==> config.mk <==
export PLATFORM = sky130hd
export DESIGN_NAME = dct_lane
export DESIGN_NICKNAME = d
export VERILOG_FILES = /design/src/rtl/core/dct_pkg.sv /design/src/rtl/core/dct_lane.sv
export SDC_FILE = /design/constraint.sdc
export NUM_CORES = 2
export LEC_CHECK = 0
export BUFFER_PORTS_ARGS = -buffer_cell sky130_fd_sc_hd__buf_4
export CORE_ASPECT_RATIO = 1.2
export CORE_MARGIN = 4
export CORE_UTILIZATION = 50
export CTS_BUF_LIST = sky130_fd_sc_hd__clkbuf_4 sky130_fd_sc_hd__clkbuf_8
export CTS_CLUSTER_DIAMETER = 60
export DETAILED_ROUTE_END_ITERATION = 10
export PLACE_DENSITY = 0.71
export SLEW_MARGIN = 20
export SYNTH_ARGS = -nofsm -noshare
export SYNTH_HDL_FRONTEND = slang
export SYNTH_SLANG_ARGS = --single-unit
==> constraint.sdc <==
create_clock -name clk -period 8.4 [get_ports clk]
set_input_delay 0.84 -clock clk [delete_from_list [all_inputs] [get_ports clk]]
set_output_delay 0.84 -clock clk [all_outputs]
set_load 0.01 [all_outputs]
==> src/rtl/core/dct_pkg.sv <==
// Package: widths, coefficient table and shared types for the 8x8 DCT/IDCT unit.
`default_nettype none
package dct_pkg;
  localparam int unsigned BLOCK_SIZE = 8;
  localparam int unsigned ElemW = 12;
  localparam int unsigned StoreW = 20;
  localparam int unsigned CoefW = 16;
  localparam int unsigned RowShift = 11;
  localparam int unsigned ColShift = 19;

  typedef enum logic [1:0] {
    ST_LOAD,
    ST_COL,
    ST_OUT
  } state_t;

  // alpha(k)*cos(pi*(2n+1)*k/16) in Q1.15
  function automatic logic signed [CoefW-1:0] coef(input logic [2:0] k, input logic [2:0] n);
    logic [4:0] m;
    logic neg;
    logic signed [CoefW-1:0] mag;
    m = 5'(({2'b00, k} * {1'b0, n, 1'b1}));
    neg = 1'b0;
    mag = '0;
    if (k == 3'd0) begin
      mag = 16'sd11585;
    end else begin
      if (m[4]) begin
        neg = 1'b1;
        m = {1'b0, m[3:0]};
      end
      if (m > 5'd8) begin
        m = 5'd16 - m;
        neg = ~neg;
      end
      case (m[3:0])
        4'd1: mag = 16'sd16069;
        4'd2: mag = 16'sd15137;
        4'd3: mag = 16'sd13623;
        4'd4: mag = 16'sd11585;
        4'd5: mag = 16'sd9102;
        4'd6: mag = 16'sd6270;
        4'd7: mag = 16'sd3196;
        default: mag = 16'sd0;
      endcase
    end
    return neg ? -mag : mag;
  endfunction
endpackage
`default_nettype wire

==> src/rtl/core/dct_lane.sv <==
// One lane: one output element of a 1-D transform, rounded and saturated.
`default_nettype none
module dct_lane #(
  parameter int unsigned IN_W = 20,
  parameter int unsigned SHIFT = 11,
  parameter int unsigned OUT_W = 20,
  parameter logic [2:0] LANE = 3'd0
) (
  input wire logic clk,
  input wire logic en,
  input wire logic inv,
  input wire logic signed [IN_W-1:0] x [8],
  output logic signed [OUT_W-1:0] y
);
  localparam int unsigned ProdW = IN_W + dct_pkg::CoefW;
  localparam int unsigned SumW = ProdW + 3;
  localparam logic signed [SumW-1:0] Half = SumW'(1) <<< (SHIFT - 1);
  localparam logic signed [SumW-SHIFT-1:0] Hi = (SumW-SHIFT)'((1 <<< (OUT_W-1)) - 1);
  localparam logic signed [SumW-SHIFT-1:0] Lo =
    (OUT_W == dct_pkg::ElemW) ? -Hi : -Hi - 1;

  logic signed [ProdW-1:0] prod [8];
  logic signed [SumW-1:0] sum;
  logic signed [SumW-SHIFT-1:0] q;

  // products registered, then summed, rounded and saturated
  always_ff @(posedge clk) begin
    if (en) begin
      for (int b = 0; b < 8; b++) begin
        prod[b] <= ProdW'(x[b]) * ProdW'(inv ? dct_pkg::coef(3'(b), LANE)
                                             : dct_pkg::coef(LANE, 3'(b)));
      end
    end
  end

  always_comb begin
    sum = Half;
    for (int b = 0; b < 8; b++) sum = sum + SumW'(prod[b]);
    q = sum[SumW-1:SHIFT];
    if (q > Hi) y = OUT_W'(Hi);
    else if (q < Lo) y = OUT_W'(Lo);
    else y = OUT_W'(q);
  end
endmodule
`default_nettype wire

==> metrics.yaml <==
logic_synthesis:
  netlist_top_cells_area: "fa_1 (35%), ha_1 (27%), edfxtp_1 (13%)"
  synthDistinctLibCells: 80
  synthFlopType: "edfxtp_1"
  synth_area_leader_cell: "fa_1"
  synth_seq_cells: 288
  yosys_warnings: 0
  yosysSeqAreaShare_pct: 12.6
  synth_common_cells: "inv_1 (2098), ha_1 (1459), fa_1 (1193)"
  netlist_area_mm2: 0.0688
  synthMostInstantiatedCell: "inv_1"
  syn_inst: 6696
  synth_top_area_share_pct: 34.7
  synthArstFlopShare_pct: 0
  synth_edf_count: 288
  avgSynthCellArea_um2: 10.3
routing:
  drtIter0Drc: 2234
  ant_nets: 0
  drt_pass1_iterations: 7
  wire_per_inst_um: 18.1
  viasPerCell: 5.12
  drc: 0
  routed_wl_mm: 159
  dr_total_vias: 45000
clock_network:
  htreeDepth: 2
  cts_root_buffer: "clkbuf_8"
  clock_tree.buffer_depth: 3
  cts_buffers: 51
  cts_tree: "done"
  path_clk_slew_ns: 0.06
  cts_sinks: 288
global_routing:
  grt_pass1_vias: 49500
  top_usage_layer: "met2"
  grtUsageMet3_pct: 2.87
  grt_pass1_wl_mm: 259
  met2_usage_pct: 41.2
  overflow: 0
  antenna_found_initial: 12
  use_met1_pct: 28.1
  track_usage_pct: 22.8
  grt_max_degree: 122
die:
  num_io_pins: 183
  coreArea_mm2: 0.136
  fp.dieH_um: 414
  start_util_pct: 50.5
  die_w_um: 347
  rows: 148
  dieArea_mm2: 0.144
critical_path:
  critPathRequiredTime_ns: 7.56
  cp.arrival_ns: 7.02
  crit_chain: "inv_1 -> fa_1 -> inv_1 -> fa_1 -> fa_1 -> inv_1 -> fa_1 -> inv_1 -> ha_1 -> o21ai_0 -> a21oi_1 -> a22oi_2 -> a211oi_1 -> o311a_1 -> a211oi_4 -> o21bai_1 -> a21oi_1 -> xor2_1 -> o41a_2 -> o22ai_1 -> buf_4"
  endpoint: "y[12]"
  cp_slowest_cell: "o41a_2"
  critical_path_class: "reg2out"
  cp-start-kind: "flop"
  end_kind: "output port"
  path_max_fanout: 19
  startpoint: "prod[1][44]"
  critPathMaxStageDelay_ns: 0.62
timing:
  setup-violations-final: 0
  fin_crit_ns: 7.86
  slew_violations: 0
  max_freq_mhz: 127
  relSlewSlack_pct: 27.4
  rsz0062_at_grt: "no"
  hold_violations: 0
  final.setup.tns_ns: 0
  worstMarginPinSlew_ns: 1.09
  period_share_pct: 93.6
hold_path:
  hold_path_class: "in2reg"
  min_from: "x[62]"
run:
  maxCapViolCount: 0
placed_design:
  placedInstanceArea_mm2: 0.0726
  io_buffers: 182
  place_congestion: 0.947
  dp_hpwl_mm: 144
  dp.cells: 8691
final_layout:
  fin_cells: 8792
  area_growth_pct: 7.11
  finalNetCount: 9760
  largest_reg_flops: 288
  top_regs: "prod (288)"
  regMostFlops: "prod"
  final_cell_area_mm2: 0.0737
  drive_gt1_share_pct: 5.11
  final_core_util_pct: 54.1
outcome:
  status: "finished, final reports clean"
==> layer usage <==
metal | up-vias | part of all wire [%] | wire length [um]
met5 | - | 0.036 | 58
met4 | 10 | 3.8 | 6110
met3 | 268 | 4.7 | 7550
met2 | 975 | 52 | 82100
met1 | 22500 | 40 | 63400
li1 | 21300 | - | -
==> layout by cell type, fill, tap and decap left out, drive strengths merged, types with 12 or more instances in the layout <==
master     n
conb      63
nor2     154
clkinv    24
o21bai    33
inv     2098
nand3     42
nand4     12
xor2      79
o21ai    110
buf      204
nand2b    31
o21a      35
o211ai    17
ha      1459
and2      75
a21o      94
nand2    173
clkbuf    66
fa      1193
nor2b     76
and3      16
or2       43
a21oi    198
xnor2    173
nor3      37
o22ai     24
a211oi    23
edfxtp   288
a31oi     19
or3       12
==> cells by family (layout without fill, tap and decap cells) <==
| group | after synthesis | in the layout | synth area share [%] |
|---|---|---|---|
| mux | 1 | 1 | 0.0146 |
| other cells | 2 | 69 | 0.0109 |
| xor+xnor | 252 | 252 | 3.21 |
| simple gates | 696 | 696 | 5.06 |
| buf+inv | 2168 | 2397 | 11.8 |
| fa+ha+maj | 2652 | 2652 | 61.3 |
| flops | 288 | 288 | 12.6 |
| compound gates | 637 | 637 | 6.02 |
==> critical path: cells and delay by family, from the launching register on <==
family	cells	cell delay [ns]
buffers and inverters	5	0.47
xor gates and xnor gates	1	0.12
DFF	1	0.35
AOI/OAI and AO/OA	10	3.18
adders and majority gates	5	2.27
==> cell type report <==
| class | instances | area (um^2) |
|---|---|---|
| clock buffers | 66 | 827 |
| fillers | 11900 | 62400 |
| well taps | 1800 | 2250 |
| inverters | 2099 | 7880 |
| diodes | 6 | 15.0 |
| multi-input cells | 4301 | 52200 |
| clock inverters | 28 | 220 |
| flip-flops and latches | 288 | 8650 |
| repair buffers | 204 | 1590 |
==> per-stage QoR <==
step / hold slack, ns / worst slack, ns
2_1_floorplan: 0.939 / 0.503
3_3_place_gp: 1.09 / 0.389
3_5_place_dp: 1.09 / 0.195
4_1_cts: 0.417 / 0.204
5_1_grt: 0.440 / 0.175
6_report: 0.462 / 0.540
==> how the worst min path moves through the flow <==
stage               cells past startpoint         end  slack [ns]
global route                            1  prod[1][2]        0.44
global placement                        1  prod[1][2]        1.09
floorplan                               0  prod[0][0]        0.94
detailed placement                      1  prod[1][2]        1.09
CTS                                     1  prod[1][2]        0.42
finish                                  1  prod[1][2]        0.46
==> what timing repair did <==
action | in CTS | in global routing
endpoints found under the hold margin | 0 | 0
hold buffers | 0 | 0
gates resized for setup | 0 | 3
setup buffers | 0 | 1
endpoints found under the setup margin | 0 | 17
Power is left out: the tool's default activity adds up to more than one toggle a clock period on the data nets, which glitch-free logic cannot reach.
